--- src/hdl/adsm_pkg.sv ---
// Package: shared types and constants for the absolute-difference statistics block
package adsm_pkg;

	localparam int unsigned MAX_ITEMS  = 262144;
	localparam int unsigned DIV_STEPS  = 50;
	localparam int unsigned DIV_CW     = $clog2(DIV_STEPS);
	localparam int unsigned MUL_STEPS  = 16;
	localparam int unsigned MUL_CW     = $clog2(MUL_STEPS);
	localparam int unsigned SQRT_STEPS = 16;
	localparam int unsigned SQRT_CW    = $clog2(SQRT_STEPS);

	typedef enum logic [3:0] {
		ST_ACC,
		ST_S_GO,
		ST_S_WAIT,
		ST_Q_GO,
		ST_Q_WAIT,
		ST_M_GO,
		ST_M_WAIT,
		ST_T_GO,
		ST_T_WAIT,
		ST_FIX,
		ST_ADJ,
		ST_R_GO,
		ST_R_WAIT,
		ST_V_GO,
		ST_V_WAIT,
		ST_DONE
	} state_t;

endpackage

--- src/hdl/abs_difference_statistics.sv ---
// Top level: absolute-difference accumulator with serial mean, RMS, variance and std dev
// Finish: a last pair starts the serial divisions, multiply and roots that produce its result.
// Throughput: one pair per cycle while accumulating; no pair is taken during the finish, which runs
//   the three 50-step divisions, the 16-step multiply and two roots, nor until the output is free.
// Reset: arst_n clears the accumulators, the sequencer and the result valid flag.
module abs_difference_statistics (
	input  logic        clk,
	input  logic        arst_n,
	input  logic        item_valid,
	output logic        item_ready,
	input  logic [15:0] first_value,
	input  logic [15:0] second_value,
	input  logic        last,
	output logic        result_valid,
	input  logic        result_ready,
	output logic [15:0] mean,
	output logic [15:0] root_mean_square,
	output logic [31:0] variance,
	output logic [15:0] std_dev,
	output logic [18:0] item_total,
	output logic        overflowed
);

	adsm_pkg::state_t    state_q, state_nxt;

	logic        div_start, div_done;
	logic        mul_start, mul_done;
	logic        sqrt_start, sqrt_done;

	logic [33:0] sum_q;
	logic [49:0] sq_sum_q;
	logic [18:0] count_q;
	logic        drop_q;
	logic [15:0] d;
	logic [31:0] d_sq;
	logic        take;
	logic        room;
	logic [18:0] count_nxt;

	logic [49:0] div_dividend;
	logic [49:0] div_quo;
	logic [18:0] div_rem;
	logic [50:0] mul_prod;
	logic [31:0] sqrt_in;
	logic [15:0] sqrt_root;

	logic [15:0] m_q;
	logic [18:0] r_q;
	logic [31:0] mean_sq_q;
	logic [49:0] t_q;
	logic [49:0] q1_q;
	logic [18:0] t1_q;
	logic [37:0] nt1_q;
	logic [37:0] rr_q;
	logic [31:0] var_q;
	logic [15:0] rms_q;
	logic [49:0] var_full;

	logic        res_valid_q;
	logic [15:0] mean_q, rmso_q, sdo_q;
	logic [31:0] varo_q;
	logic [18:0] total_q;
	logic        ovf_q;
	logic        out_free;

	assign d         = (first_value >= second_value) ? first_value - second_value
	                                                 : second_value - first_value;
	assign d_sq      = 32'(d) * 32'(d);
	assign take      = item_valid && item_ready;
	assign room      = count_q < 19'(adsm_pkg::MAX_ITEMS);
	assign count_nxt = room ? count_q + 1'b1 : count_q;
	assign out_free  = !res_valid_q || result_ready;
	assign var_full  = q1_q - 50'((nt1_q < rr_q) && (q1_q != '0));

	always_ff @(posedge clk or negedge arst_n) begin
		if (!arst_n)
			state_q <= adsm_pkg::ST_ACC;
		else
			state_q <= state_nxt;
	end

	always_comb begin
		state_nxt = state_q;
		unique case (state_q)
			adsm_pkg::ST_ACC:
				if (take && last)
					state_nxt = (count_nxt == '0) ? adsm_pkg::ST_DONE : adsm_pkg::ST_S_GO;
			adsm_pkg::ST_S_GO:   state_nxt = adsm_pkg::ST_S_WAIT;
			adsm_pkg::ST_S_WAIT: if (div_done) state_nxt = adsm_pkg::ST_Q_GO;
			adsm_pkg::ST_Q_GO:   state_nxt = adsm_pkg::ST_Q_WAIT;
			adsm_pkg::ST_Q_WAIT: if (div_done) state_nxt = adsm_pkg::ST_M_GO;
			adsm_pkg::ST_M_GO:   state_nxt = adsm_pkg::ST_M_WAIT;
			adsm_pkg::ST_M_WAIT: if (mul_done) state_nxt = adsm_pkg::ST_T_GO;
			adsm_pkg::ST_T_GO:   state_nxt = adsm_pkg::ST_T_WAIT;
			adsm_pkg::ST_T_WAIT: if (div_done) state_nxt = adsm_pkg::ST_FIX;
			adsm_pkg::ST_FIX:    state_nxt = adsm_pkg::ST_ADJ;
			adsm_pkg::ST_ADJ:    state_nxt = adsm_pkg::ST_R_GO;
			adsm_pkg::ST_R_GO:   state_nxt = adsm_pkg::ST_R_WAIT;
			adsm_pkg::ST_R_WAIT: if (sqrt_done) state_nxt = adsm_pkg::ST_V_GO;
			adsm_pkg::ST_V_GO:   state_nxt = adsm_pkg::ST_V_WAIT;
			adsm_pkg::ST_V_WAIT: if (sqrt_done) state_nxt = adsm_pkg::ST_DONE;
			adsm_pkg::ST_DONE:   if (out_free) state_nxt = adsm_pkg::ST_ACC;
			default:             state_nxt = adsm_pkg::ST_ACC;
		endcase
	end

	always_comb begin
		item_ready = (state_q == adsm_pkg::ST_ACC);
		div_start  = (state_q == adsm_pkg::ST_S_GO) || (state_q == adsm_pkg::ST_Q_GO)
		          || (state_q == adsm_pkg::ST_T_GO);
		mul_start  = (state_q == adsm_pkg::ST_M_GO);
		sqrt_start = (state_q == adsm_pkg::ST_R_GO) || (state_q == adsm_pkg::ST_V_GO);
		unique case (state_q)
			adsm_pkg::ST_S_GO: div_dividend = {16'b0, sum_q};
			adsm_pkg::ST_Q_GO: div_dividend = sq_sum_q;
			default:           div_dividend = t_q;
		endcase
		sqrt_in = (state_q == adsm_pkg::ST_R_GO) ? mean_sq_q : var_q;
	end

	adsm_div u_div (
		.clk       (clk),
		.arst_n    (arst_n),
		.start     (div_start),
		.dividend  (div_dividend),
		.divisor   (count_q),
		.done      (div_done),
		.quotient  (div_quo),
		.remainder (div_rem)
	);

	adsm_mul u_mul (
		.clk          (clk),
		.arst_n       (arst_n),
		.start        (mul_start),
		.multiplier   (m_q),
		.multiplicand ({1'b0, sum_q} + {16'b0, r_q}),
		.done         (mul_done),
		.product      (mul_prod)
	);

	adsm_sqrt u_sqrt (
		.clk      (clk),
		.arst_n   (arst_n),
		.start    (sqrt_start),
		.radicand (sqrt_in),
		.done     (sqrt_done),
		.root     (sqrt_root)
	);

	always_ff @(posedge clk or negedge arst_n) begin
		if (!arst_n) begin
			sum_q    <= '0;
			sq_sum_q <= '0;
			count_q  <= '0;
			drop_q   <= 1'b0;
		end else if (take) begin
			if (room) begin
				sum_q    <= sum_q + 34'(d);
				sq_sum_q <= sq_sum_q + 50'(d_sq);
				count_q  <= count_nxt;
			end else begin
				drop_q <= 1'b1;
			end
		end else if (state_q == adsm_pkg::ST_DONE && out_free) begin
			sum_q    <= '0;
			sq_sum_q <= '0;
			count_q  <= '0;
			drop_q   <= 1'b0;
		end
	end

	always_ff @(posedge clk) begin
		if (div_done && state_q == adsm_pkg::ST_S_WAIT) begin
			m_q <= div_quo[15:0];
			r_q <= div_rem;
		end
		if (div_done && state_q == adsm_pkg::ST_Q_WAIT)
			mean_sq_q <= div_quo[31:0];
		if (mul_done)
			t_q <= sq_sum_q - mul_prod[49:0];
		if (div_done && state_q == adsm_pkg::ST_T_WAIT) begin
			q1_q <= div_quo;
			t1_q <= div_rem;
		end
		if (state_q == adsm_pkg::ST_FIX) begin
			nt1_q <= 38'(count_q) * 38'(t1_q);
			rr_q  <= 38'(r_q) * 38'(r_q);
		end
		if (state_q == adsm_pkg::ST_ADJ)
			var_q <= var_full[31:0];
		if (sqrt_done && state_q == adsm_pkg::ST_R_WAIT)
			rms_q <= sqrt_root;
	end

	always_ff @(posedge clk or negedge arst_n) begin
		if (!arst_n)
			res_valid_q <= 1'b0;
		else if (state_q == adsm_pkg::ST_DONE && out_free)
			res_valid_q <= 1'b1;
		else if (result_ready)
			res_valid_q <= 1'b0;
	end

	always_ff @(posedge clk) begin
		if (state_q == adsm_pkg::ST_DONE && out_free) begin
			total_q <= count_q;
			ovf_q   <= drop_q;
			if (count_q == '0) begin
				mean_q <= '0;
				rmso_q <= '0;
				varo_q <= '0;
				sdo_q  <= '0;
			end else begin
				mean_q <= m_q;
				rmso_q <= rms_q;
				varo_q <= var_q;
				sdo_q  <= sqrt_root;
			end
		end
	end

	assign result_valid     = res_valid_q;
	assign mean             = mean_q;
	assign root_mean_square = rmso_q;
	assign variance         = varo_q;
	assign std_dev          = sdo_q;
	assign item_total       = total_q;
	assign overflowed       = ovf_q;

endmodule

--- src/hdl/adsm_div.sv ---
// Bit-serial restoring divider, 50-bit dividend by 19-bit divisor
module adsm_div (
	input  logic                   clk,
	input  logic                   arst_n,
	input  logic                   start,
	input  logic [49:0]            dividend,
	input  logic [18:0]            divisor,
	output logic                   done,
	output logic [49:0]            quotient,
	output logic [18:0]            remainder
);

	logic                          busy_q;
	logic [adsm_pkg::DIV_CW-1:0]   cnt_q;
	logic [49:0]                   dvd_q;
	logic [18:0]                   rem_q;
	logic [18:0]                   dsr_q;
	logic                          done_q;
	logic [19:0]                   shifted;
	logic                          ge;
	logic [19:0]                   diff;

	assign shifted = {rem_q, dvd_q[49]};
	assign ge      = shifted >= {1'b0, dsr_q};
	assign diff    = shifted - {1'b0, dsr_q};

	always_ff @(posedge clk or negedge arst_n) begin
		if (!arst_n) begin
			busy_q <= 1'b0;
			cnt_q  <= '0;
			done_q <= 1'b0;
		end else begin
			done_q <= 1'b0;
			if (start && !busy_q) begin
				busy_q <= 1'b1;
				cnt_q  <= '0;
			end else if (busy_q) begin
				if (cnt_q == adsm_pkg::DIV_CW'(adsm_pkg::DIV_STEPS - 1)) begin
					busy_q <= 1'b0;
					done_q <= 1'b1;
				end
				cnt_q <= cnt_q + 1'b1;
			end
		end
	end

	always_ff @(posedge clk) begin
		if (start && !busy_q) begin
			dvd_q <= dividend;
			dsr_q <= divisor;
			rem_q <= '0;
		end else if (busy_q) begin
			dvd_q <= {dvd_q[48:0], ge};
			rem_q <= ge ? diff[18:0] : shifted[18:0];
		end
	end

	assign done      = done_q;
	assign quotient  = dvd_q;
	assign remainder = rem_q;

endmodule

--- src/hdl/adsm_mul.sv ---
// Shift-and-add multiplier, 16-bit by 35-bit, one multiplier bit per cycle
module adsm_mul (
	input  logic                   clk,
	input  logic                   arst_n,
	input  logic                   start,
	input  logic [15:0]            multiplier,
	input  logic [34:0]            multiplicand,
	output logic                   done,
	output logic [50:0]            product
);

	logic                          busy_q;
	logic [adsm_pkg::MUL_CW-1:0]   cnt_q;
	logic [15:0]                   mlt_q;
	logic [50:0]                   mcd_q;
	logic [50:0]                   acc_q;
	logic                          done_q;

	always_ff @(posedge clk or negedge arst_n) begin
		if (!arst_n) begin
			busy_q <= 1'b0;
			cnt_q  <= '0;
			done_q <= 1'b0;
		end else begin
			done_q <= 1'b0;
			if (start && !busy_q) begin
				busy_q <= 1'b1;
				cnt_q  <= '0;
			end else if (busy_q) begin
				if (cnt_q == adsm_pkg::MUL_CW'(adsm_pkg::MUL_STEPS - 1)) begin
					busy_q <= 1'b0;
					done_q <= 1'b1;
				end
				cnt_q <= cnt_q + 1'b1;
			end
		end
	end

	always_ff @(posedge clk) begin
		if (start && !busy_q) begin
			mlt_q <= multiplier;
			mcd_q <= {16'b0, multiplicand};
			acc_q <= '0;
		end else if (busy_q) begin
			if (mlt_q[0])
				acc_q <= acc_q + mcd_q;
			mlt_q <= {1'b0, mlt_q[15:1]};
			mcd_q <= {mcd_q[49:0], 1'b0};
		end
	end

	assign done    = done_q;
	assign product = acc_q;

endmodule

--- src/hdl/adsm_sqrt.sv ---
// Digit-by-digit floor square root of a 32-bit value, two radicand bits per cycle
module adsm_sqrt (
	input  logic                   clk,
	input  logic                   arst_n,
	input  logic                   start,
	input  logic [31:0]            radicand,
	output logic                   done,
	output logic [15:0]            root
);

	logic                          busy_q;
	logic [adsm_pkg::SQRT_CW-1:0]  cnt_q;
	logic [31:0]                   rad_q;
	logic [16:0]                   rem_q;
	logic [15:0]                   root_q;
	logic                          done_q;
	logic [18:0]                   rem_sh;
	logic [18:0]                   trial;
	logic                          ge;
	logic [18:0]                   diff;

	assign rem_sh = {rem_q, rad_q[31:30]};
	assign trial  = {1'b0, root_q, 2'b01};
	assign ge     = rem_sh >= trial;
	assign diff   = rem_sh - trial;

	always_ff @(posedge clk or negedge arst_n) begin
		if (!arst_n) begin
			busy_q <= 1'b0;
			cnt_q  <= '0;
			done_q <= 1'b0;
		end else begin
			done_q <= 1'b0;
			if (start && !busy_q) begin
				busy_q <= 1'b1;
				cnt_q  <= '0;
			end else if (busy_q) begin
				if (cnt_q == adsm_pkg::SQRT_CW'(adsm_pkg::SQRT_STEPS - 1)) begin
					busy_q <= 1'b0;
					done_q <= 1'b1;
				end
				cnt_q <= cnt_q + 1'b1;
			end
		end
	end

	always_ff @(posedge clk) begin
		if (start && !busy_q) begin
			rad_q  <= radicand;
			rem_q  <= '0;
			root_q <= '0;
		end else if (busy_q) begin
			rad_q  <= {rad_q[29:0], 2'b00};
			rem_q  <= ge ? diff[16:0] : rem_sh[16:0];
			root_q <= {root_q[14:0], ge};
		end
	end

	assign done = done_q;
	assign root = root_q;

endmodule

--- config.mk ---
export PLATFORM = sky130hd
export DESIGN_NAME = abs_difference_statistics
export DESIGN_NICKNAME = d
export VERILOG_FILES = /design/src/hdl/adsm_pkg.sv /design/src/hdl/abs_difference_statistics.sv /design/src/hdl/adsm_div.sv /design/src/hdl/adsm_mul.sv /design/src/hdl/adsm_sqrt.sv
export SDC_FILE = /design/constraint.sdc
export NUM_CORES = 2
export LEC_CHECK = 0
export ABC_CLOCK_PERIOD_IN_PS = 8780
export BUFFER_PORTS_ARGS = -buffer_cell sky130_fd_sc_hd__buf_2
export CELL_PAD_IN_SITES_DETAIL_PLACEMENT = 0
export CELL_PAD_IN_SITES_GLOBAL_PLACEMENT = 1
export CORE_ASPECT_RATIO = 2
export CORE_MARGIN = 5
export CORE_UTILIZATION = 52
export CTS_CLUSTER_DIAMETER = 120
export DETAILED_ROUTE_END_ITERATION = 16
export GPL_ROUTABILITY_DRIVEN = 1
export PLACE_DENSITY_LB_ADDON = 0.3
export SYNTH_ARGS = -nofsm -noshare
export SYNTH_HDL_FRONTEND = slang
export SYNTH_HIERARCHICAL = 1
export SYNTH_SLANG_ARGS = --single-unit
export TNS_END_PERCENT = 50
--- constraint.sdc ---
create_clock -name clk -period 8.78 [get_ports clk]
set_clock_uncertainty 0.05 [all_clocks]
set_input_delay 0.439 -clock clk [delete_from_list [all_inputs] [get_ports clk]]
set_output_delay 0.439 -clock clk [all_outputs]
set_load 0.01 [all_outputs]
; ---- After elaboration in Yosys (flattened, before gate mapping)
; Cells that the tools add are included.
[op_classes]
add_sub_neg = 14
mul = 3
magnitude_cmp = 5
eq_ne = 28
mux = 62
n_reduce_logical = 32
[ops]
columns = operator, n
row1 = 2-to-1 mux 50 bit, 5
row2 = 2-to-1 mux 34 bit, 3
row3 = one-hot mux 50 bit (2 select lines), 1
row4 = 2-to-1 mux 32 bit, 3
row5 = 2-to-1 mux 19 bit, 5
row6 = multiplier 19 x 19 -> 38 bit, 2
row7 = 2-to-1 mux 35 bit, 2
row8 = one-hot mux 4 bit (16 select lines), 1
row9 = 2-to-1 mux 4 bit, 13
row10 = adder 51 bit, 1
row11 = adder 50 x 32 -> 50 bit, 1
row12 = nonzero test 50 bit, 1
row13 = subtractor 50 bit, 1
row14 = 2-to-1 mux 16 bit, 3
row15 = "equality test 4 bit, second input constant", 10
row16 = zero test 19 bit, 2
row17 = < comparator 38 bit, 1
row18 = adder 34 x 19 -> 35 bit, 1
row19 = adder 34 x 16 -> 34 bit, 1
row20 = multiplier 16 x 16 -> 32 bit, 1
row21 = subtractor 16 bit, 2
row22 = subtractor 32 x 1 -> 32 bit, 1
row23 = 2-to-1 mux 1 bit, 23
row24 = greater-or-equal comparator 20 x 19 -> 1 bit, 1
row25 = 23 further kinds, 59
[word_totals]
regBits = 810
word_cells = 185

; ---- Depth between registers and ports, before layout
[logic_depth]
depth_word = 6
mapped_depth = 38
ltp_nobuf = 38

; ---- By module
; The synthesis kept the hierarchy.
[modules_own_cells]
columns = mod, instances, cells_per_inst, area_per_inst_um2, seq_area_each_um2
row1 = abs_difference_statistics, 1, 5707, 56324.0, 15009.4
row2 = adsm_mul, 1, 896, 7464.7, 3022.9
row3 = adsm_div, 1, 504, 4923.5, 2652.5
row4 = adsm_sqrt, 1, 355, 3728.6, 1771.7

; ---- Worst setup path after synthesis
; No wires, ideal clock.
[synth_timing]
path_kind = input to register
startpoint = input port first_value[0]
endpoint = register sq_sum_q[40]
setup_time_ns = 0.283
arrival_ns = 9.279
required_ns = 8.447
slack_ns = -0.832
cell_stages = 36
path_buffers = 2
cell_sequence = inv_1 ha_1 fa_1 nand2b_1 a21boi_0 nor3_1 o31ai_1 o21a_1 buf_2 mux2_1 a31o_2 o21a_1 or2_1 inv_1 buf_2 nand2_1 fa_1 inv_1 fa_1 fa_1 fa_1 fa_1 inv_1 fa_1 inv_1 ha_1 a21o_1 a211o_1 a2111oi_0 nor3_1 and2_1 o31a_1 a211oi_1 nor3_1 xnor2_1 nor2_1
[synth_between]
elab_chain_cells = 6
[synth_rtl]
columns = item, line_no
row1 = from (decl), abs_difference_statistics.sv:11  ; input logic [15:0] first_value,
row2 = "subtractor 16 bit, or another cell as far along", abs_difference_statistics.sv:67  ; : second_value - first_value;
row3 = 2-to-1 mux 16 bit (*), abs_difference_statistics.sv:66  ; assign d = (first_value >= second_value) ? first_value - second_value
row4 = multiplier 16 x 16 -> 32 bit (*), abs_difference_statistics.sv:68  ; assign d_sq = 32'(d) * 32'(d);
row5 = adder 50 x 32 -> 50 bit (*), abs_difference_statistics.sv:160  ; sq_sum_q <= sq_sum_q + 50'(d_sq);
row6 = 2-to-1 mux 50 bit (*), abs_difference_statistics.sv:158  ; if (room) begin
row7 = 2-to-1 mux 50 bit (*), abs_difference_statistics.sv:157  ; end else if (take) begin
row8 = to (signal assigned), abs_difference_statistics.sv:160
row9 = to (decl), abs_difference_statistics.sv:31  ; logic [49:0] sq_sum_q;
; Every way passes the cells marked *; elsewhere a longest branch is shown, timed or not. The select of a mux whose other input is x is not followed.
; A chain may end at the register's enable or synchronous reset.

; ---- Final worst setup path
[layout_timing]
startpoint = input port first_value[0]
endpoint = register sq_sum_q[48]
; The elaborated chain is that of the path after synthesis.

==> summary.md <==
| Metric | Value |
|---|---|
| Largest net degree at the start of global routing | `81` |
| CTS root buf | `clkbuf_16` |
| Via density | `approximately 5.6` |
| YS warnings | `6` |
| Synth Cell Area | `a little over 0.07 sq mm` |
| Global-route wire length before repair | `around 330,000 microns` |
| Syn Area/Cell | `9.713 sq um` |
| Via count | `between 50k and 60k` |
| Crit. End Element | `register` |
| Final #Nets | `a little over 9k` |
| CP Data Required Time | `a little over 9 ns` |
| # setup viols final | `0` |
| Mapped Nets | `8,818` |
| CTS buffer count | `78` |
| CP most frequent cell | `fa_1` |
| Drt drc | `0` |
| Arrival time worst endpoint | `between 9 and 10 ns` |
| Period minus WS final | `8.443 ns` |
| Dpl cell area | `approximately 0.077 sq mm` |
| Share of layout cells above drive strength 1 | `about a tenth` |
| Grt ovf | `0` |
| R2R Path Start | `r_q[15]$_DFFE_PP_` |
| Reg2reg end | `rr_q[36]$_DFFE_PP_` |
| Post-Route Setup TNS | `0 ns` |
| Worst Hold Class | `in -> async` |
| # H-tree levels | `3` |
| Crit Path Class | `in -> reg` |
| Worst slew margin | `between 20% and 30%` |
| Width of the die | `~270 microns` |
| # fillers | `about 12k` |
| Initial DRC Count | `3,073` |
| Slowest CP cell | `fa_1` |
| IO Count | `about 140` |
| Port Buffers | `~140` |
| Row Count | `about 190` |
| CTS Buffer Depth | `3` |
| DRT Wirelength | `212,400 microns` |
| Antenna-violating nets left | `0` |
| Routed WL per cell | `22.14 microns` |
| Critical Path Max Stage Delay | `0.54 ns` |
| GP Congestion | `roughly 0.97` |
| TritonCTS clock tree | `built` |
| Worst path top cell family by delay | `adder cells` |
| Crit path max fanout | `7` |
| Hold Slack | `roughly 0.16 ns` |
| Max Freq | `around 0.12 GHz` |
| Area delta synth->final | `9.958%` |
| Die area | `between 0.1 and 0.15 sq mm` |
| Placeable Area | `0.1384 sq mm` |
| Gr usage total | `approximately 29%` |
| CP bufs+invs | `7` |
| CTS clock-pin slew for the worst setup and hold paths | `0.06 ns` |
| Worst skew pair latency | `just under 0.7 ns` |
| Sink Count | `807` |
| Worst-case reg-to-reg path depth | `24` |
| Cell area after layout | `about 0.08 sq mm` |
| Initial core utilization | `roughly 52%` |
| DR pass1 iterations | `6` |
| Initial antenna violation count | `4` |
| Fin. max-slew vios | `0` |
| Post-DP HPWL | `around 170,000 microns` |
| Vias in the first global route | `approximately 58k` |
| Max Cap Violations | `0` |
| R2r setup slk | `1.14 ns` |
| Die Ht | `around 540 microns` |
| Worst slew pin tran | `1.185 ns` |
| CP startpoint kind | `primary input` |
| Mapped Cells | `7,446` |
| Final period utilization | `a little over nine tenths` |
| Status | `completed` |
| Final hold vios | `0` |
[how the worst max path moves through the flow]
stage	start	endpoint	slack, ns	cells past startpoint
after floorplan	first_value[0]	sq_sum_q[40]$_DFFE_PN0P_	0.01	35
after global routing	first_value[0]	sq_sum_q[45]$_DFFE_PN0P_	-0.03	38
after CTS	first_value[0]	sq_sum_q[31]$_DFFE_PN0P_	0.13	39
after detailed placement	first_value[0]	sq_sum_q[27]$_DFFE_PN0P_	-0.62	39
final	first_value[0]	sq_sum_q[48]$_DFFE_PN0P_	0.34	35
after global placement	first_value[0]	sq_sum_q[27]$_DFFE_PN0P_	-0.46	39
[cells in the final DEF (no fill, tap or decap), drive strengths merged, types with 245 or more instances in the layout]
master / instances
inv: 1189
nor2: 256
and2: 245
fa: 737
a21oi: 269
edfxtp: 561
nand2: 1140
ha: 598
o21ai: 283
buf: 436
[final cells by class]
class / instances / area, sq um / area share [%]
timing repair buffer: 437 / 2992 / 3.762
inverter: 1186 / 4457 / 5.604
clock buffer: 100 / 2096 / 2.635
sequential: 807 / 22420 / 28.19
antenna: 2 / 5.005 / 0.006293
tap: 1852 / 2317 / 2.914
clock inverter: 46 / 648.1 / 0.8150
multi-input combinational: 5164 / 44590 / 56.07
[sequential cells by signal (all words and copies together) (netlist names), 32 cells and up]
signal          flops
mean_sq_q          32
nt1_q              38
q1_q               50
rr_q               37
sq_sum_q           50
sum_q              34
t_q                50
u_div/quotient     50
u_mul/mcd_q        50
u_mul/product      50
u_sqrt/rad_q       32
var_q              32
variance           32
[what timing repair did]
action                                  4_1_cts  5_1_grt
hold buffers                                  1        0
setup buffers                                 0        5
hold endpoints to repair                     35        0
endpoints found under the setup margin        0       25
resized for setup                             0       19
[stage by stage]
step,setup slack [ns],utilization (%),std cells
floorplan,0.01282,-,7446
global placement,-0.4559,55.38,9438
detailed placement,-0.6234,55.38,9439
CTS,0.1262,57.37,9586
global route,-0.03208,57.47,9593
finish,0.3365,57.47,9594
[layer usage]
metal / part of all wire [%] / GRT usage (%) / up-vias / wire, microns
li1: - / - / 24900 / -
met1: 33 / 28.53 / 26920 / 69470
met2: 55 / 56.03 / 1465 / 116500
met3: 3.7 / 2.929 / 664 / 7843
met4: 8.8 / 20.07 / 0 / 18590
met5: 0 / 0 / - / 0
[worst register-to-register path: stages (launching register included)]
cell and delay (ns):
edfxtp_1 0.65, inv_1 0.45, nor2_1 0.14, fa_1 0.55, fa_1 0.56, inv_1 0.06, fa_1 0.48, inv_1 0.06
fa_1 0.56, inv_1 0.07, fa_1 0.53, inv_1 0.05, fa_1 0.48, ha_1 0.37, a21o_1 0.17, a21o_1 0.17
a221o_1 0.33, a21oi_1 0.33, o211ai_1 0.19, nand2_1 0.13, o21ai_0 0.10, buf_4 0.16, a41o_1 0.26, o41a_1 0.34
xor2_1 0.15
Power is left out: the tool's default activity adds up to more than one toggle a clock period on the data nets, which glitch-free logic cannot reach.
